`src/design/tcp_congestion_window_control_unit_macros.svh`:
```
// Assertion macros for the congestion window control unit.
// Included by the RTL files that carry concurrent checks; no other dependencies.
`ifndef TCP_CONGESTION_WINDOW_CONTROL_UNIT_MACROS_SVH
`define TCP_CONGESTION_WINDOW_CONTROL_UNIT_MACROS_SVH

// same-cycle implication, disabled while reset is asserted
`define CWC_ASSERT_IMP(name, ck, rn, ante, cons, msg) \
	name: assert property (@(posedge ck) disable iff (!rn) (ante) |-> (cons)) \
		else $error(msg);

// next-cycle implication, disabled while reset is asserted
`define CWC_ASSERT_NXT(name, ck, rn, ante, cons, msg) \
	name: assert property (@(posedge ck) disable iff (!rn) (ante) |=> (cons)) \
		else $error(msg);

`endif

```
`src/design/cwc_pkg.sv`:
```
// Shared types and constants for the congestion window control unit.
// No dependencies.
package cwc_pkg;

	localparam int SEGMENT_BYTES_DEF = 1024;
	localparam int MAX_CWND_DEF      = 1024;

	localparam int ACK_W    = 32;
	localparam int LEN_W    = 11;
	localparam int CWND_W   = 11;
	localparam int TH_W     = 21;
	localparam int RWND_W   = 21;
	localparam int REW_W    = 13;
	localparam int MODE_W   = 2;
	localparam int CFG_IDX_W  = 1;
	localparam int CFG_DATA_W = 21;

	localparam int THRESH_MAX = 1048576;
	localparam int REWIND_MAX = 8191;
	localparam int THRESH_RST = 65536;
	localparam int BUF_RST    = 524288;
	localparam int DUP_LIMIT  = 3;

	// register indexes
	localparam logic [CFG_IDX_W-1:0] CFG_INIT_THRESH = 1'b0;
	localparam logic [CFG_IDX_W-1:0] CFG_BUF_SIZE    = 1'b1;

	typedef enum logic [MODE_W-1:0] {
		MODE_SS = 2'd0,
		MODE_CA = 2'd1,
		MODE_FR = 2'd2
	} cwc_mode_t;

	typedef struct packed {
		logic              command;
		logic [ACK_W-1:0]  ack_num;
		logic [LEN_W-1:0]  seg_len;
	} cwc_in_t;

	typedef struct packed {
		logic [CWND_W-1:0] cwnd;
		logic [TH_W-1:0]   threshold;
		logic [MODE_W-1:0] cong_state;
		logic              round_done;
		logic [REW_W-1:0]  rewind_bytes;
		logic              transfer_done;
		logic [RWND_W-1:0] recv_window;
	} cwc_res_t;

endpackage

```
`src/design/cwc_in_stage.sv`:
```
// Input register stage: captures one event word, drives the input stall.
// Depends on cwc_pkg.
module cwc_in_stage
	import cwc_pkg::*;
(
	input  logic    clk,
	input  logic    arst_n,
	input  logic    in_valid,
	output logic    in_stall,
	input  cwc_in_t word_in,
	input  logic    adv,
	output logic    valid_s1,
	output cwc_in_t word_s1
);

	logic accept;

	// stall only when the held word cannot move on this cycle
	assign in_stall = valid_s1 && !adv;
	assign accept   = in_valid && !in_stall;

	always_ff @(posedge clk or negedge arst_n) begin
		if (!arst_n) begin
			valid_s1 <= 1'b0;
		end else if (accept) begin
			valid_s1 <= 1'b1;
		end else if (adv) begin
			valid_s1 <= 1'b0;
		end
	end

	always_ff @(posedge clk) begin
		if (accept) begin
			word_s1 <= word_in;
		end
	end

endmodule

```
`src/design/cwc_update.sv`:
```
// Congestion state registers, config registers and the per-event update.
// Depends on cwc_pkg.
module cwc_update
	import cwc_pkg::*;
#(
	parameter int SEGMENT_BYTES = SEGMENT_BYTES_DEF,
	parameter int MAX_CWND      = MAX_CWND_DEF
) (
	input  logic                  clk,
	input  logic                  arst_n,
	input  logic                  cfg_wr_en,
	input  logic [CFG_IDX_W-1:0]  cfg_index,
	input  logic [CFG_DATA_W-1:0] cfg_data,
	input  logic                  step,
	input  cwc_in_t               word,
	output cwc_res_t              res
);

	localparam int WIN_W  = $clog2(MAX_CWND + 1);
	localparam int SEG_W  = $clog2(SEGMENT_BYTES + 1);
	localparam int PROD_W = WIN_W + SEG_W;
	localparam int HALF_W = (PROD_W > TH_W) ? PROD_W : TH_W;
	localparam int QUO_W  = $clog2(((2 ** TH_W) - 1) / SEGMENT_BYTES + 1);
	localparam int EXT_W  = ((QUO_W > WIN_W) ? QUO_W : WIN_W) + 2;
	localparam int LC_W   = (LEN_W > SEG_W) ? LEN_W : SEG_W;
	localparam int RW_W   = LC_W + 3;
	localparam int HALF_CAP_Q = THRESH_MAX / SEGMENT_BYTES;
	// exact floor(x / SEGMENT_BYTES) for x < 2**TH_W by reciprocal multiply
	localparam int DIV_S  = TH_W + $clog2(SEGMENT_BYTES);
	localparam int DIV_MW = TH_W + 2;
	localparam int DIVP_W = TH_W + DIV_MW;
	localparam logic [DIV_MW-1:0] DIV_M = DIV_MW'(((64'd1 << DIV_S) +
		64'(SEGMENT_BYTES) - 64'd1) / 64'(SEGMENT_BYTES));

	function automatic logic [WIN_W-1:0] sat_win(input logic [EXT_W-1:0] v);
		logic [WIN_W-1:0] r;
		if (v > EXT_W'(MAX_CWND)) begin
			r = WIN_W'(MAX_CWND);
		end else if (v == '0) begin
			r = WIN_W'(1);
		end else begin
			r = v[WIN_W-1:0];
		end
		return r;
	endfunction

	// config register (the initial threshold lives only in thr_q)
	logic [RWND_W-1:0] buf_size_q;

	// congestion state
	cwc_mode_t         mode_q,   n_mode;
	logic [WIN_W-1:0]  window_q, n_window;
	logic [TH_W-1:0]   thr_q,    n_thr;
	logic [1:0]        dup_q,    n_dup;
	logic [ACK_W-1:0]  last_q,   n_last;
	logic [WIN_W-1:0]  slot_q,   n_slot;
	logic [RWND_W-1:0] rwnd_q,   n_rwnd;
	logic              fin_q,    n_fin;

	logic              round_done;
	logic [REW_W-1:0]  rewind;

	logic [PROD_W-1:0] prod_cur, prod_new;
	logic [HALF_W-1:0] half_ext;
	logic              half_clamp;
	logic [TH_W-1:0]   half_thr;
	logic [DIVP_W-1:0] div_prod;
	logic [QUO_W-1:0]  thr_quo;
	logic [EXT_W-1:0]  fr_base;
	logic [WIN_W-1:0]  win_dbl;
	logic [WIN_W:0]    slot_inc;
	logic              short_seg, full_seg, ack_dup, enter_fr;
	logic [1:0]        dup_inc;
	logic [RW_W-1:0]   rw_raw;
	logic [REW_W-1:0]  rw_sat;

	// window * segment, halved and clamped: new threshold on loss
	assign prod_cur   = PROD_W'(window_q) * PROD_W'(SEGMENT_BYTES);
	assign half_ext   = HALF_W'(prod_cur >> 1);
	assign half_clamp = half_ext > HALF_W'(THRESH_MAX);
	assign half_thr   = half_clamp ? TH_W'(THRESH_MAX) :
		(half_ext == '0) ? TH_W'(1) : half_ext[TH_W-1:0];
	// half_thr / SEGMENT_BYTES without a second multiply
	assign fr_base = half_clamp ? EXT_W'(HALF_CAP_Q) : EXT_W'(window_q >> 1);

	assign div_prod = DIVP_W'(thr_q) * DIVP_W'(DIV_M);
	assign thr_quo  = div_prod[DIV_S +: QUO_W];

	assign win_dbl  = sat_win(EXT_W'(window_q) << 1);
	assign prod_new = PROD_W'(win_dbl) * PROD_W'(SEGMENT_BYTES);

	assign short_seg = LC_W'(word.seg_len) < LC_W'(SEGMENT_BYTES);
	assign full_seg  = LC_W'(word.seg_len) == LC_W'(SEGMENT_BYTES);
	assign ack_dup   = word.ack_num == last_q;
	assign dup_inc   = dup_q + 2'd1;
	assign enter_fr  = (mode_q != MODE_FR) && ack_dup && (dup_inc == 2'(DUP_LIMIT));
	assign slot_inc  = {1'b0, slot_q} + 1'b1;

	// oversized segments take the short-segment formula
	assign rw_raw = full_seg ? RW_W'(4 * SEGMENT_BYTES) :
		RW_W'(word.seg_len) + RW_W'(3 * SEGMENT_BYTES);
	assign rw_sat = (rw_raw > RW_W'(REWIND_MAX)) ? REW_W'(REWIND_MAX) : rw_raw[REW_W-1:0];

	always_comb begin
		n_mode     = mode_q;
		n_window   = window_q;
		n_thr      = thr_q;
		n_dup      = dup_q;
		n_last     = last_q;
		n_slot     = slot_q;
		n_rwnd     = rwnd_q;
		n_fin      = fin_q;
		round_done = 1'b0;
		rewind     = '0;
		if (!fin_q) begin
			n_rwnd = (rwnd_q > RWND_W'(word.seg_len)) ?
				rwnd_q - RWND_W'(word.seg_len) : '0;
			if (word.command) begin
				// timeout: back to slow start
				n_thr      = half_thr;
				n_window   = WIN_W'(1);
				n_dup      = '0;
				n_mode     = MODE_SS;
				n_slot     = '0;
				round_done = 1'b1;
				n_fin      = short_seg;
			end else if (mode_q == MODE_FR && !ack_dup) begin
				// new ack ends fast recovery
				n_last     = word.ack_num;
				n_window   = sat_win(EXT_W'(thr_quo));
				n_dup      = '0;
				n_mode     = MODE_CA;
				n_slot     = '0;
				round_done = 1'b1;
				n_fin      = short_seg;
			end else begin
				if (mode_q != MODE_FR) begin
					n_dup = ack_dup ? dup_inc : 2'd0;
				end
				n_last = word.ack_num;
				if (enter_fr) begin
					n_dup      = '0;
					n_thr      = half_thr;
					n_window   = sat_win(fr_base + EXT_W'(3));
					n_rwnd     = buf_size_q;
					rewind     = rw_sat;
					n_mode     = MODE_FR;
					n_slot     = '0;
					round_done = 1'b1;
				end else if (short_seg) begin
					n_fin      = 1'b1;
					n_slot     = '0;
					round_done = 1'b1;
				end else if (slot_inc >= {1'b0, window_q}) begin
					n_slot     = '0;
					round_done = 1'b1;
					if (mode_q == MODE_CA) begin
						n_window = sat_win(EXT_W'(window_q) + EXT_W'(1));
					end else begin
						n_window = win_dbl;
						if (mode_q == MODE_SS &&
							HALF_W'(prod_new) >= HALF_W'(thr_q)) begin
							n_mode = MODE_CA;
						end
					end
				end else begin
					n_slot = slot_inc[WIN_W-1:0];
				end
			end
		end
	end

	always_comb begin
		res.cwnd          = CWND_W'(n_window);
		res.threshold     = n_thr;
		res.cong_state    = n_mode;
		res.round_done    = round_done;
		res.rewind_bytes  = rewind;
		res.transfer_done = n_fin;
		res.recv_window   = n_rwnd;
	end

	always_ff @(posedge clk or negedge arst_n) begin
		if (!arst_n) begin
			buf_size_q <= RWND_W'(BUF_RST);
			mode_q     <= MODE_SS;
			window_q   <= WIN_W'(1);
			thr_q      <= TH_W'(THRESH_RST);
			dup_q      <= '0;
			last_q     <= '0;
			slot_q     <= '0;
			rwnd_q     <= RWND_W'(BUF_RST);
			fin_q      <= 1'b0;
		end else if (cfg_wr_en) begin
			// threshold goes straight to the live value; buffer size also loads the receive window
			case (cfg_index)
				CFG_INIT_THRESH: begin
					thr_q      <= cfg_data;
				end
				CFG_BUF_SIZE: begin
					buf_size_q <= cfg_data;
					rwnd_q     <= cfg_data;
				end
				default: begin
				end
			endcase
		end else if (step) begin
			mode_q   <= n_mode;
			window_q <= n_window;
			thr_q    <= n_thr;
			dup_q    <= n_dup;
			last_q   <= n_last;
			slot_q   <= n_slot;
			rwnd_q   <= n_rwnd;
			fin_q    <= n_fin;
		end
	end

endmodule

```
`src/design/cwc_out_stage.sv`:
```
// Result register stage: holds one result word until the receiver takes it.
// Depends on cwc_pkg.
module cwc_out_stage
	import cwc_pkg::*;
(
	input  logic     clk,
	input  logic     arst_n,
	input  logic     avail,
	input  cwc_res_t res_in,
	output logic     take,
	input  logic     out_stall,
	output logic     valid_s2,
	output cwc_res_t res_s2
);

	// free when empty or being emptied this cycle
	assign take = !valid_s2 || !out_stall;

	always_ff @(posedge clk or negedge arst_n) begin
		if (!arst_n) begin
			valid_s2 <= 1'b0;
		end else if (take) begin
			valid_s2 <= avail;
		end
	end

	always_ff @(posedge clk) begin
		if (take && avail) begin
			res_s2 <= res_in;
		end
	end

endmodule

```
`src/design/tcp_congestion_window_control_unit.sv`:
```
// Congestion window control unit (Reno style), top level.
// Depends on cwc_pkg, cwc_in_stage, cwc_update, cwc_out_stage and the macro header.
//
// Usage:
//   Input channel (in_valid / in_stall) carries one event word per slot:
//   command (0 ack, 1 timeout), ack_num and seg_len. Output channel
//   (out_valid / out_stall) returns exactly one result word per event:
//   cwnd, threshold, cong_state, round_done, rewind_bytes, transfer_done
//   and recv_window, in event order.
//   A word is taken at a clock edge where valid is high and stall is low.
//   An accepted word passes the input register, then the result register.
//   Throughput: one word per cycle while out_stall is low; the whole state update (window,
//   threshold, duplicate count, receive window) is one combinational pass
//   between the input register and the result register, and it closes on
//   itself every cycle.
//   Receiver stall: the result register holds; one more word waits in the
//   input register, then in_stall rises until out_stall drops.
//   Reset (arst_n low, asynchronous): slow start, window 1, threshold and
//   receive window from their reset values, both stages empty.
//   Config: cfg_wr_en with cfg_index (0 initial threshold, 1 buffer size)
//   writes cfg_data and loads the live copy too; write only
//   while no event is in flight.
`include "tcp_congestion_window_control_unit_macros.svh"

module tcp_congestion_window_control_unit
	import cwc_pkg::*;
#(
	parameter int SEGMENT_BYTES = SEGMENT_BYTES_DEF,
	parameter int MAX_CWND      = MAX_CWND_DEF
) (
	input  logic                  clk,
	input  logic                  arst_n,
	// config write port
	input  logic                  cfg_wr_en,
	input  logic [CFG_IDX_W-1:0]  cfg_index,
	input  logic [CFG_DATA_W-1:0] cfg_data,
	// event channel
	input  logic                  in_valid,
	output logic                  in_stall,
	input  logic                  command,
	input  logic [ACK_W-1:0]      ack_num,
	input  logic [LEN_W-1:0]      seg_len,
	// result channel
	output logic                  out_valid,
	input  logic                  out_stall,
	output logic [CWND_W-1:0]     cwnd,
	output logic [TH_W-1:0]       threshold,
	output logic [MODE_W-1:0]     cong_state,
	output logic                  round_done,
	output logic [REW_W-1:0]      rewind_bytes,
	output logic                  transfer_done,
	output logic [RWND_W-1:0]     recv_window
);

	cwc_in_t  word_in, word_s1;
	cwc_res_t res_next, res_s2;
	logic     valid_s1, take, adv;

	assign word_in.command = command;
	assign word_in.ack_num = ack_num;
	assign word_in.seg_len = seg_len;

	// the event in the input register moves when the result register frees
	assign adv = valid_s1 && take;

	cwc_in_stage u_in (
		.clk      (clk),
		.arst_n   (arst_n),
		.in_valid (in_valid),
		.in_stall (in_stall),
		.word_in  (word_in),
		.adv      (adv),
		.valid_s1 (valid_s1),
		.word_s1  (word_s1)
	);

	cwc_update #(
		.SEGMENT_BYTES (SEGMENT_BYTES),
		.MAX_CWND      (MAX_CWND)
	) u_upd (
		.clk       (clk),
		.arst_n    (arst_n),
		.cfg_wr_en (cfg_wr_en),
		.cfg_index (cfg_index),
		.cfg_data  (cfg_data),
		.step      (adv),
		.word      (word_s1),
		.res       (res_next)
	);

	cwc_out_stage u_out (
		.clk       (clk),
		.arst_n    (arst_n),
		.avail     (valid_s1),
		.res_in    (res_next),
		.take      (take),
		.out_stall (out_stall),
		.valid_s2  (out_valid),
		.res_s2    (res_s2)
	);

	assign cwnd          = res_s2.cwnd;
	assign threshold     = res_s2.threshold;
	assign cong_state    = res_s2.cong_state;
	assign round_done    = res_s2.round_done;
	assign rewind_bytes  = res_s2.rewind_bytes;
	assign transfer_done = res_s2.transfer_done;
	assign recv_window   = res_s2.recv_window;

	// input side backs up only when both stages are full and the sink stalls
	`CWC_ASSERT_IMP(a_stall_only_full, clk, arst_n, in_stall,
		valid_s1 && out_valid && out_stall, "in_stall without both stages full")
	// an advancing event always lands in the result register
	`CWC_ASSERT_NXT(a_adv_lands, clk, arst_n, adv, out_valid,
		"advanced event did not reach the result register")
	// a rewind only comes with a round end in fast recovery
	`CWC_ASSERT_IMP(a_rewind_fr, clk, arst_n, out_valid && rewind_bytes != '0,
		round_done && cong_state == MODE_FR, "rewind outside fast recovery entry")
	// end of transfer is sticky across delivered words
	`CWC_ASSERT_NXT(a_done_sticky, clk, arst_n, out_valid && !out_stall && transfer_done,
		!out_valid || transfer_done, "transfer_done dropped after end of transfer")

endmodule
```
`config.mk`:
```
export PLATFORM = sky130hd
export DESIGN_NAME = tcp_congestion_window_control_unit
export DESIGN_NICKNAME = d
export VERILOG_FILES = /design/src/design/cwc_pkg.sv /design/src/design/cwc_in_stage.sv /design/src/design/cwc_update.sv /design/src/design/cwc_out_stage.sv /design/src/design/tcp_congestion_window_control_unit.sv
export VERILOG_INCLUDE_DIRS = /design/src /design/src/design
export SDC_FILE = /design/constraint.sdc
export NUM_CORES = 1
export LEC_CHECK = 0
export BUFFER_PORTS_ARGS = -buffer_cell sky130_fd_sc_hd__buf_4
export CAP_MARGIN = 25
export CORE_MARGIN = 5
export CORE_UTILIZATION = 53
export CTS_CLUSTER_DIAMETER = 200
export DETAILED_ROUTE_END_ITERATION = 16
export MAX_ROUTING_LAYER = met4
export PLACE_DENSITY_LB_ADDON = 0.12
export SLEW_MARGIN = 10
export SYNTH_ARGS = -nofsm -noshare
export SYNTH_HDL_FRONTEND = slang
export SYNTH_SLANG_ARGS = --single-unit
```
`constraint.sdc`:
```
create_clock -name clk -period 3.45 [get_ports clk]
set_input_delay 0.69 -clock clk [delete_from_list [all_inputs] [get_ports clk]]
set_output_delay 0.69 -clock clk [all_outputs]
set_load 0.03 [all_outputs]
```
# Yosys cells after proc, flatten, opt, wreduce, memory -nomap -nowiden
# Index checks and enable logic that the tools add are counted.
# Widths: inputs -> output; s select.
# classes
add_sub_neg	6
n_lt_le_gt_ge	10
eq_ne	8
mux	65
bitwise	4
n_reduce_logical	30
# op_table
op	count
$mux 21	16
$mux 11	21
$logic_not 13->1	3
$eq 32x32->1	1
$gt 13x11->1 const B	2
$mux 2	13
$add 11x1->12 const B	2
$logic_not 22->1	1
$ge 21x21->1	1
$gt 20x21->1 const B	1
$gt 21x11->1	1
$sub 21x11->21	1
$mux 20	1
$gt 14x13->1 const B	1
$mux 14	1
$add 11x12->13 const B	1
$add 13x2->13 const B	1
$mux 13	1
$ge 12x11->1	1
$gt 12x11->1 const B	1
$mux 1	12
$eq 11x11->1 const B	1
$gt 11x11->1 const B	1
$logic_not 11->1	1
17 further kinds	37
# word_totals
ff_bits	238
input_bits	71
output_inout_bits	72
word_cells	144

# Logic depth before layout (Yosys ltp)
# Gate-level depths: netlist (run 1).
# logic_depth
ltp_word	13
depth_mapped	16
ltp_nobuf	15

# Modules after synthesis
# Synthesis (run 1) repeated with hierarchy kept, for this count alone.
# hier_totals
cells_unflattened	1265
hier_area_um2	12517.0
# modules_own_cells
mod	instances	cells_each	area_each_um2	seq_area_each_um2
cwc_update	1	1141	8982.4	3057.9
cwc_out_stage	1	74	2149.6	2127.0
cwc_in_stage	1	49	1378.8	1346.3
tcp_congestion_window_control_unit	1	1	6.3	0.0

# Worst setup path before layout (run 1)
# No wires, ideal clock.
# synth_path
kind	input -> register
from	in out_stall
to	reg u_upd.thr_q[1]
setup_time_ns	0.066
arrival_ns	3.698
required_ns	3.384
path_slack_ns	-0.314
stages	7
path_buffers	1
cell_sequence	nand2_1 -> nand2_1 -> clkinv_1 -> o21ai_0 -> a21o_1 -> clkbuf_1 -> a22o_1
# synth_via
elab_chain_len	5
# synth_rtl
item	line_no	rtl
start: declaration	tcp_congestion_window_control_unit.sv:45	input logic out_stall,
$logic_not 1->1	cwc_out_stage.sv:17	assign take = !valid_s2 || !out_stall;
$logic_or 1x1->1	cwc_out_stage.sv:17	
$logic_and 1x1->1	tcp_congestion_window_control_unit.sv:64	assign adv = valid_s1 && take;
named net adv	tcp_congestion_window_control_unit.sv:57	logic valid_s1, take, adv;
$reduce_bool 2->1 (no source line)	-	
$reduce_and 2->1 (no source line)	-	
end signal: assignment	cwc_update.sv:188	thr_q <= TH_W'(THRESH_RST);
end signal: assignment	cwc_update.sv:198	thr_q <= cfg_data;
end signal: assignment	cwc_update.sv:210	thr_q <= n_thr;
end: declaration	cwc_update.sv:53	logic [TH_W-1:0] thr_q, n_thr;
# The timed path passes the listed nets, and every way through them passes these cells.
# A chain may end at the register's enable or synchronous reset.

# Worst setup path in the final report (run 1)
# layout_path
from	reg u_upd.slot_q[1]
to	reg u_upd.slot_q[6]
# layout_via
elab_chain_len	7
# layout_rtl
item	line_no	rtl
start: declaration	cwc_update.sv:56	logic [WIN_W-1:0] slot_q, n_slot;
start signal: assignment	cwc_update.sv:213	slot_q <= n_slot;
$add 11x1->12 (*)	cwc_update.sv:97	assign slot_inc = {1'b0, slot_q} + 1'b1;
$ge 12x11->1	cwc_update.sv:154	end else if (slot_inc >= {1'b0, window_q}) begin
$mux 11 (*)	cwc_update.sv:154	
$mux 11 (*)	cwc_update.sv:150	end else if (short_seg) begin
$mux 11 (*)	cwc_update.sv:141	if (enter_fr) begin
$mux 11 (*)	cwc_update.sv:127	end else if (mode_q == MODE_FR && !ack_dup) begin
$mux 11 (*)	cwc_update.sv:118	if (word.command) begin
# Mark *: on every way between the ends. The rest lies on a longest branch, timed or not.

==> results of run 1 <==
## registers in the layout, indices dropped and copies added, names as in the netlist
signal,cells
u_in.valid_s1,1
u_in.word_s1,44
u_out.res_s2,69
u_out.valid_s2,1
u_upd.buf_size_q,21
u_upd.dup_q,2
u_upd.fin_q,1
u_upd.last_q,32
u_upd.mode_q,2
u_upd.rwnd_q,21
u_upd.slot_q,11
u_upd.thr_q,21
u_upd.window_q,11
## cell type report
type                            count  area (um^2)  area share
Sequential cell                   237         6500       0.414
Multi-Input combinational cell    855         5820       0.370
Timing Repair Buffer              244         1860       0.118
Clock buffer                       32          704      0.0448
Tap cell                          319          399      0.0254
Clock inverter                     15          231      0.0147
Inverter                           52          196      0.0125
## cells in the mapped netlist (5+ instances only)
cell type	number
nand2_1	168
dfrtp_1	120
edfxtp_1	113
o21ai_0	63
nor2_1	61
clkbuf_1	53
inv_1	47
nand3_1	44
a21oi_1	43
xor2_1	42
ha_1	40
mux2_2	37
nor3_1	31
a21o_1	22
xnor2_1	19
and2_1	18
mux2i_1	18
nor4_1	15
a22o_1	14
and3_1	14
nand2b_1	14
nand4_1	13
o21ai_1	13
o31ai_1	12
a221o_1	10
or3_1	9
a211oi_1	8
a211o_1	7
a221oi_1	7
a31oi_1	7
o2111ai_1	7
o211ai_1	7
o22ai_1	7
a22oi_1	6
buf_1	6
nor4_2	6
o21a_1	6
a31o_2	5
nor2b_1	5
## through the flow
stage	total power, W	instances	instance area [um^2]
after floorplan	0.00415	1206	12600
after global placement	0.00459	1699	14500
after detailed placement	0.00461	1699	14500
after CTS	0.00764	1753	15600
after global routing	0.00792	1754	15700
final	0.00762	1754	15700
## worst max-delay path, stage by stage (launching register included)
cell and delay (ns):
dfrtp_1 0.38, ha_4 0.15, nand3_2 0.08, nor2_2 0.14, and3_4 0.22, nand3_4 0.08, xnor2_2 0.16, ha_1 0.32
nand3_2 0.12, nor3_2 0.06, a2111oi_2 0.31, o211ai_1 0.15, buf_4 0.20, or4_4 0.43, or2_4 0.32, o41ai_4 0.20
## metal layers
| layer | part of all wire | routed length [um] | GRT usage | vias to the layer above |
|---|---|---|---|---|
| li1 | - | - | - | 4840 |
| met1 | 0.43 | 16000 | 0.395 | 5009 |
| met2 | 0.45 | 17000 | 0.433 | 441 |
| met3 | 0.078 | 2930 | 0.0477 | 103 |
| met4 | 0.044 | 1660 | 0.118 | 0 |
| met5 | 0 | 0 | - | - |
## placed cells by master (no fill, tap or decap), types with 16 or more instances in the layout
cell       instances
ha_1              39
and2_1            16
o21ai_1           16
dfrtp_1          119
nand2_1          167
mux2i_1           18
clkbuf_16         27
nand3_1           40
mux2_2            36
xnor2_1           18
a21oi_1           42
a21o_1            22
buf_4            239
inv_1             47
nor3_1            30
o21ai_0           59
edfxtp_1         113
nor2_1            57
xor2_1            41
## kinds of logic after synthesis
group,after synthesis,share of synthesized area
adders and majority gates,41,0.0414
DFF,237,0.518
and+or+nand+nor,420,0.164
AOI/OAI and AO/OA,278,0.152
xor gates and xnor gates,61,0.0425
buffers and inverters,114,0.0346
muxes,55,0.0475
## worst max path at each step
stage,startpoint,to,cells after the start
floorplan,u_upd.slot_q[1]$_DFFE_PN0P_,u_out.res_s2[59]$_DFFE_PP_,16
global placement,u_upd.slot_q[1]$_DFFE_PN0P_,u_out.res_s2[65]$_DFFE_PP_,16
detailed placement,u_upd.slot_q[1]$_DFFE_PN0P_,u_upd.slot_q[6]$_DFFE_PN0P_,15
CTS,u_upd.slot_q[1]$_DFFE_PN0P_,u_upd.slot_q[6]$_DFFE_PN0P_,15
global route,u_upd.slot_q[1]$_DFFE_PN0P_,u_upd.slot_q[6]$_DFFE_PN0P_,15
finish,u_upd.slot_q[1]$_DFFE_PN0P_,u_upd.slot_q[6]$_DFFE_PN0P_,15
## power groups by stage
stage,clock network (W),registers (W),logic [W]
CTS,0.00307,0.00339,0.00119
floorplan,0,0.00354,0.000601
global placement,0,0.00343,0.00116
finish,0.00303,0.00339,0.00120
global route,0.00320,0.00341,0.00131
detailed placement,0,0.00344,0.00118
## what timing repair did
action | 4_1_cts | 5_1_grt
setup buffers | 7 | 1
pin swaps | 5 | 15
resized for setup | 7 | 33
setup endpoints to repair | 15 | 36
==> impl_metrics.prom, run 1 <==
# TYPE chip_impl_metric gauge
chip_impl_metric{name="die_w",unit="um"} 164
chip_impl_metric{name="clock_insertion_delay_worst_skew",unit="ns"} 0.54
chip_impl_metric{name="initialDrtViolationCount",unit=""} 919
chip_impl_metric{name="setup-violations-final",unit=""} 0
chip_impl_metric{name="buffer_ports.inserted",unit=""} 142
chip_impl_info{name="synthDominantAreaCellType",value="edfxtp_1"} 1
chip_impl_metric{name="drt-pass1-iter-count",unit=""} 7
chip_impl_metric{name="floorplan.die_area",unit="mm^2"} 0.0269
chip_impl_metric{name="ff2ff_path_depth",unit=""} 15
chip_impl_metric{name="sw_frac_of_total",unit=""} 0.268
chip_impl_info{name="clock_tree.root_cell",value="clkbuf_16"} 1
chip_impl_info{name="rsz0062_at_grt",value="true"} 1
chip_impl_metric{name="grt_max_degree",unit=""} 44
chip_impl_info{name="crit-reg2reg-capture",value="u_upd.slot_q[6]$_DFFE_PN0P_"} 1
chip_impl_metric{name="nets",unit=""} 1528
chip_impl_metric{name="synth-edff-count",unit=""} 113
chip_impl_metric{name="powerDensity",unit="mW/mm^2"} 485
chip_impl_metric{name="pwr-share-clk",unit=""} 0.398
chip_impl_metric{name="rrSetupSlack",unit="ns"} 0.04
chip_impl_metric{name="hold_slack",unit="ns"} 0.166
chip_impl_metric{name="rows",unit=""} 56
chip_impl_metric{name="drt_drc_violations_left",unit=""} 0
chip_impl_metric{name="grt.total_usage",unit=""} 0.289
chip_impl_metric{name="first_global_vias",unit=""} 10300
chip_impl_metric{name="timing.max_slew.rel_slack",unit=""} 0.454
chip_impl_metric{name="synth.distinct_cells",unit=""} 79
chip_impl_metric{name="worst_ir_drop_vdd",unit="uV"} 404
chip_impl_metric{name="ys_warn_count",unit=""} 0
chip_impl_info{name="cts_tree",value="yes"} 1
chip_impl_metric{name="power.share.sequential",unit=""} 0.445
chip_impl_metric{name="postLayoutCoreUtil",unit=""} 0.671
chip_impl_metric{name="setup_total_negative_slack",unit="ns"} 0
chip_impl_metric{name="post-route-min-period",unit="ns"} 3.41
chip_impl_metric{name="cts.clk_slew.worst_paths",unit="ns"} 0.06
chip_impl_metric{name="synth.ff_latch_count",unit=""} 237
chip_impl_metric{name="p_int",unit="W"} 0.00558
chip_impl_metric{name="critical_path_data_arrival_time",unit="ns"} 3.84
chip_impl_metric{name="p_sw",unit="W"} 0.00204
chip_impl_metric{name="hold_violations",unit=""} 0
chip_impl_metric{name="layout_worst_path_cycle_share",unit=""} 0.989
chip_impl_metric{name="fmax",unit="MHz"} 293
chip_impl_metric{name="wire_per_inst",unit="um"} 21.5
chip_impl_metric{name="cts_max_level",unit=""} 1
chip_impl_metric{name="post-dp-hpwl",unit="um"} 27700
chip_impl_metric{name="synth.avg_cell_area",unit="um^2"} 10.4
chip_impl_metric{name="clock_tree_buf_depth",unit=""} 3
chip_impl_metric{name="globalplace.congestion",unit=""} 0.998
chip_impl_metric{name="numCtsBuffers",unit=""} 26
chip_impl_info{name="critical_path.endpoint_type",value="flip-flop"} 1
chip_impl_metric{name="ios",unit=""} 143
chip_impl_metric{name="synth-async-reset-ratio",unit=""} 0.523
chip_impl_metric{name="mappedNetlistArea",unit="mm^2"} 0.0126
chip_impl_info{name="timing.hold.worst.class",value="input pin to async pin"} 1
chip_impl_metric{name="max_cap_violations",unit=""} 0
chip_impl_info{name="run_status",value="complete, no violations"} 1
chip_impl_metric{name="post_place_setup_slack",unit="ns"} -0.145
chip_impl_metric{name="initial_core_util",unit=""} 0.537
chip_impl_metric{name="cts_hold_buffers_added",unit=""} 0
chip_impl_metric{name="required",unit="ns"} 3.88
chip_impl_metric{name="final_layout_size_suffix_gt1_frac",unit=""} 0.263
chip_impl_metric{name="detailed_route_vias_per_instance",unit=""} 5.93
chip_impl_metric{name="critical_path.max_fanout",unit=""} 7
chip_impl_metric{name="cts_sinks",unit=""} 237
chip_impl_metric{name="share_comb_of_total_power",unit=""} 0.157
chip_impl_metric{name="final_critical_path_setup_slack",unit="ns"} 0.0363
chip_impl_info{name="regToRegStartpoint",value="u_upd.slot_q[1]$_DFFE_PN0P_"} 1
chip_impl_metric{name="final.setup_skew",unit="ns"} 0.0169
chip_impl_metric{name="dr_total_vias",unit=""} 10400
chip_impl_info{name="critPathLaunchType",value="flip-flop"} 1
chip_impl_metric{name="number_of_inserted_diodes",unit=""} 0
chip_impl_metric{name="wirelength",unit="um"} 37600
chip_impl_metric{name="worstMarginPinSlew",unit="ns"} 0.819
chip_impl_info{name="critical_path_class",value="flip-flop to flip-flop"} 1
chip_impl_info{name="synth_area_leaders",value="edfxtp_1 (27%), dfrtp_1 (24%), nand2_1 (5.0%)"} 1
chip_impl_metric{name="globalRouteOverflowTotal",unit=""} 0
chip_impl_metric{name="leakage_power",unit="nW"} 7.10
chip_impl_metric{name="first_pass_grt_wire_length",unit="um"} 58300
chip_impl_metric{name="fill_cells",unit=""} 1896
chip_impl_metric{name="placeableCoreArea",unit="mm^2"} 0.0234
chip_impl_info{name="ys.flop_type",value="dfrtp_1"} 1
chip_impl_metric{name="drtAntennaViolNets",unit=""} 0
chip_impl_metric{name="synth_largest_type_area_fraction",unit=""} 0.270
chip_impl_metric{name="syn_inst",unit=""} 1206
chip_impl_metric{name="grt_antenna_before_repair",unit=""} 0
chip_impl_metric{name="die_y",unit="um"} 164
chip_impl_metric{name="yosysSeqAreaShare",unit=""} 0.518
chip_impl_metric{name="syn2layout_area_growth",unit="%"} 25.1
chip_impl_metric{name="synth.net_count",unit=""} 1318
chip_impl_metric{name="timing_max_transition_violations_final",unit=""} 0
(Power assumes the default switching activity.)
==> inputs of run 2 (changes only) <==
--- a/config.mk
+++ b/config.mk
@@ -9,11 +9,13 @@
 export BUFFER_PORTS_ARGS = -buffer_cell sky130_fd_sc_hd__buf_4
 export CAP_MARGIN = 25
 export CORE_MARGIN = 5
-export CORE_UTILIZATION = 53
+export CORE_UTILIZATION = 55
+export CTS_BUF_LIST = sky130_fd_sc_hd__clkbuf_2
 export CTS_CLUSTER_DIAMETER = 200
 export DETAILED_ROUTE_END_ITERATION = 16
 export MAX_ROUTING_LAYER = met4
 export PLACE_DENSITY_LB_ADDON = 0.12
+export RECOVER_POWER = 50
 export SLEW_MARGIN = 10
 export SYNTH_ARGS = -nofsm -noshare
 export SYNTH_HDL_FRONTEND = slang
==> run 2 against run 1 <==
The run now ends with capacitance limit, slew limit left. Clock power down 38%. Register-to-register slack improved by 0.07 ns. Critical endpoint is now u_out.res_s2[60]$_DFFE_PP_. Clock skew up 0.052 ns. Sequential power barely moved. Final cell count rose by 4.4%. Sequential cell count unchanged. Power shrank 15%. Largest cell class unchanged. Wire length is 0.96% higher. Cell area grew 0.99%.
==> impl_metrics.prom, run 2 (synthesis results as in run 1) <==
# TYPE chip_impl_metric gauge
chip_impl_metric{name="powerDensity",unit="mW/mm^2"} 410
chip_impl_info{name="run_status",value="finished, violations left"} 1
chip_impl_metric{name="wirelength",unit="um"} 38000
chip_impl_metric{name="setup-violations-final",unit=""} 0
chip_impl_metric{name="first_pass_grt_wire_length",unit="um"} 59700
chip_impl_metric{name="cts_sinks",unit=""} 237
chip_impl_metric{name="post-layout-total-power",unit="W"} 0.00651
chip_impl_metric{name="final.setup_skew",unit="ns"} 0.0687
chip_impl_metric{name="ios",unit=""} 143
chip_impl_metric{name="worst_ir_drop_vdd",unit="uV"} 364
chip_impl_metric{name="syn2layout_area_growth",unit="%"} 26.4
chip_impl_info{name="most-common-layout-cells",value="buf_4 (178), nand2_1 (166), dfrtp_1 (113), edfxtp_1 (113), clkbuf_2 (83)"} 1
chip_impl_metric{name="first_global_vias",unit=""} 10800
chip_impl_metric{name="detailed_route_vias_per_instance",unit=""} 5.95
chip_impl_metric{name="nets",unit=""} 1607
chip_impl_metric{name="p_int",unit="W"} 0.00439
chip_impl_info{name="violations",value="capacitance limit, slew limit"} 1
chip_impl_info{name="critical_path_class",value="flip-flop to flip-flop"} 1
chip_impl_metric{name="die_w",unit="um"} 161
chip_impl_metric{name="power.share.sequential",unit=""} 0.520
chip_impl_info{name="path_cells",value="ha_4 > nand3_4 > nor2_4 > and3_4 > nand3_4 > xnor2_4 > ha_4 > nand3_4 > buf_6 > nor2_4 > o2111ai_2 > o211ai_1 > buf_4 > and2_4 > a311oi_2 > a211oi_1 > o22ai_1"} 1
chip_impl_metric{name="sw_frac_of_total",unit=""} 0.326
chip_impl_metric{name="pwr-share-clk",unit=""} 0.287
chip_impl_metric{name="hold_violations",unit=""} 0
chip_impl_metric{name="critical_path_data_arrival_time",unit="ns"} 3.97
chip_impl_metric{name="share_comb_of_total_power",unit=""} 0.193
chip_impl_metric{name="clock_insertion_delay_worst_skew",unit="ns"} 0.92
chip_impl_metric{name="final_layout_size_suffix_gt1_frac",unit=""} 0.276
chip_impl_metric{name="die_y",unit="um"} 161
chip_impl_metric{name="fmax",unit="MHz"} 299
chip_impl_metric{name="buffer_ports.inserted",unit=""} 142
chip_impl_metric{name="largest_reg_flops",unit=""} 69
chip_impl_metric{name="layout_worst_path_cycle_share",unit=""} 0.970
chip_impl_metric{name="worstMarginPinSlew",unit="ns"} 2.00
chip_impl_metric{name="required",unit="ns"} 4.08
chip_impl_metric{name="grt_max_degree",unit=""} 76
chip_impl_info{name="critical_path.most_common_cell",value="nand3_4"} 1
chip_impl_info{name="biggestRegsByFlops",value="u_out.res_s2: 69 flops, u_in.word_s1: 44 flops, u_upd.last_q: 32 flops"} 1
chip_impl_metric{name="placeableCoreArea",unit="mm^2"} 0.0226
chip_impl_metric{name="wire_per_inst",unit="um"} 20.7
chip_impl_info{name="critPathLaunchType",value="flip-flop"} 1
chip_impl_metric{name="leakage_power",unit="nW"} 7.17
chip_impl_metric{name="initial_core_util",unit=""} 0.556
chip_impl_info{name="timing.hold.worst.class",value="input pin to flip-flop"} 1
chip_impl_info{name="critical_path.endpoint_type",value="flip-flop"} 1
chip_impl_metric{name="grt_antenna_before_repair",unit=""} 1
chip_impl_metric{name="critical_path.max_fanout",unit=""} 7
chip_impl_metric{name="rows",unit=""} 55
chip_impl_metric{name="fill_cells",unit=""} 1740
chip_impl_metric{name="timing.max_slew.rel_slack",unit=""} -0.332
chip_impl_metric{name="placement.cell_area",unit="mm^2"} 0.0145
chip_impl_metric{name="clock_tree_buf_depth",unit=""} 3
chip_impl_metric{name="drt-pass1-iter-count",unit=""} 5
chip_impl_metric{name="drtAntennaViolNets",unit=""} 0
chip_impl_metric{name="cts.clk_slew.worst_paths",unit="ns"} 0.10
chip_impl_metric{name="max_cap_violations",unit=""} 3
chip_impl_metric{name="globalplace.congestion",unit=""} 1.00
chip_impl_metric{name="globalRouteOverflowTotal",unit=""} 0
chip_impl_info{name="final_common_cell",value="buf_4"} 1
chip_impl_info{name="rsz0062_at_grt",value="true"} 1
chip_impl_metric{name="p_sw",unit="W"} 0.00212
chip_impl_metric{name="timing_max_transition_violations_final",unit=""} 107
chip_impl_info{name="crit_slowest_cell",value="dfrtp_1"} 1
chip_impl_metric{name="cp_slowest_stage_delay",unit="ns"} 0.42
chip_impl_metric{name="initialDrtViolationCount",unit=""} 1078
chip_impl_info{name="cts_tree",value="yes"} 1
chip_impl_metric{name="dr_total_vias",unit=""} 10900
chip_impl_metric{name="grt.total_usage",unit=""} 0.299
chip_impl_metric{name="post-dp-hpwl",unit="um"} 26200
chip_impl_metric{name="numCtsBuffers",unit=""} 59
chip_impl_info{name="max_flop_register",value="u_out.res_s2"} 1
chip_impl_metric{name="floorplan.die_area",unit="mm^2"} 0.0260
chip_impl_metric{name="setup_total_negative_slack",unit="ns"} 0
chip_impl_metric{name="fin_area",unit="mm^2"} 0.0159
chip_impl_info{name="clock_tree.root_cell",value="clkbuf_2"} 1
chip_impl_metric{name="drt_drc_violations_left",unit=""} 0
chip_impl_metric{name="cts_max_level",unit=""} 2
chip_impl_metric{name="post-route-min-period",unit="ns"} 3.35
run 2: stage by stage:
stage / utilization / setup WS (ns) / hold slack, ns / instances
2_1_floorplan: - / 0.00683 / 0.394 / 1206
3_3_place_gp: 0.640 / -0.0306 / 0.450 / 1653
3_5_place_dp: 0.640 / -0.0945 / 0.456 / 1653
4_1_cts: 0.692 / -0.0465 / 0.00281 / 1824
5_1_grt: 0.703 / -0.0218 / 0.0159 / 1832
6_report: 0.703 / 0.103 / 0.0602 / 1832
run 2: what timing repair did:
action	in CTS	in global routing
hold buffers	55	0
resized for setup	9	48
hold endpoints to repair	80	0
cloned	0	0
buffers inserted	4	8
pin swaps	7	26
endpoints found under the setup margin	19	37
run 2: final timing paths:
path / startpoint / endpoint / slack, ns / depth (start not counted)
min reg2reg: u_upd.buf_size_q[19]$_DFFE_PN1P_ / u_upd.buf_size_q[19]$_DFFE_PN1P_ / 0.47 / 2
min in group asynchronous: arst_n / u_upd.slot_q[4]$_DFFE_PN0P_ / 0.81 / 2
max: u_upd.slot_q[1]$_DFFE_PN0P_ / u_out.res_s2[60]$_DFFE_PP_ / 0.10 / 17
max in group asynchronous: arst_n / u_upd.last_q[14]$_DFFE_PN0P_ / 0.65 / 3
max reg2reg: u_upd.slot_q[1]$_DFFE_PN0P_ / u_out.res_s2[60]$_DFFE_PP_ / 0.10 / 17
min: cfg_data[6] / u_upd.buf_size_q[6]$_DFFE_PN0P_ / 0.06 / 3
run 2: power by group through the flow:
stage / clock (W) / sequential [W] / combinational, W
3_3_place_gp: 0 / 0.00343 / 0.00117
4_1_cts: 0.00192 / 0.00337 / 0.00124
3_5_place_dp: 0 / 0.00343 / 0.00119
6_report: 0.00187 / 0.00338 / 0.00126
5_1_grt: 0.00211 / 0.00341 / 0.00137
2_1_floorplan: 0 / 0.00354 / 0.000601
run 2: per-layer routing:
metal,part of all wire,up-vias,GRT usage
met5,0,-,-
met1,0.43,5201,0.409
met4,0.038,0,0.111
met3,0.089,119,0.0587
met2,0.45,544,0.447
li1,-,5033,-
run 2: critical path: cells and delay by family, from the launching register on:
kind            cells  cell delay (ns)
simple gates        7             0.86
fa+ha+maj           2             0.48
buf+inv             2             0.36
compound gates      5             0.81
flops               1             0.42
xor+xnor            1             0.16
run 2: area by class of cell:
type	count	area, um^2	area share
flip-flops and latches	237	6510	0.410
multi-input cells	855	5910	0.373
repair buffers	290	2340	0.148
clock buffers	82	410	0.0259
well taps	285	357	0.0225
inverters	52	196	0.0124
clock inverters	30	136	0.00859
diodes	1	2.50	0.000158
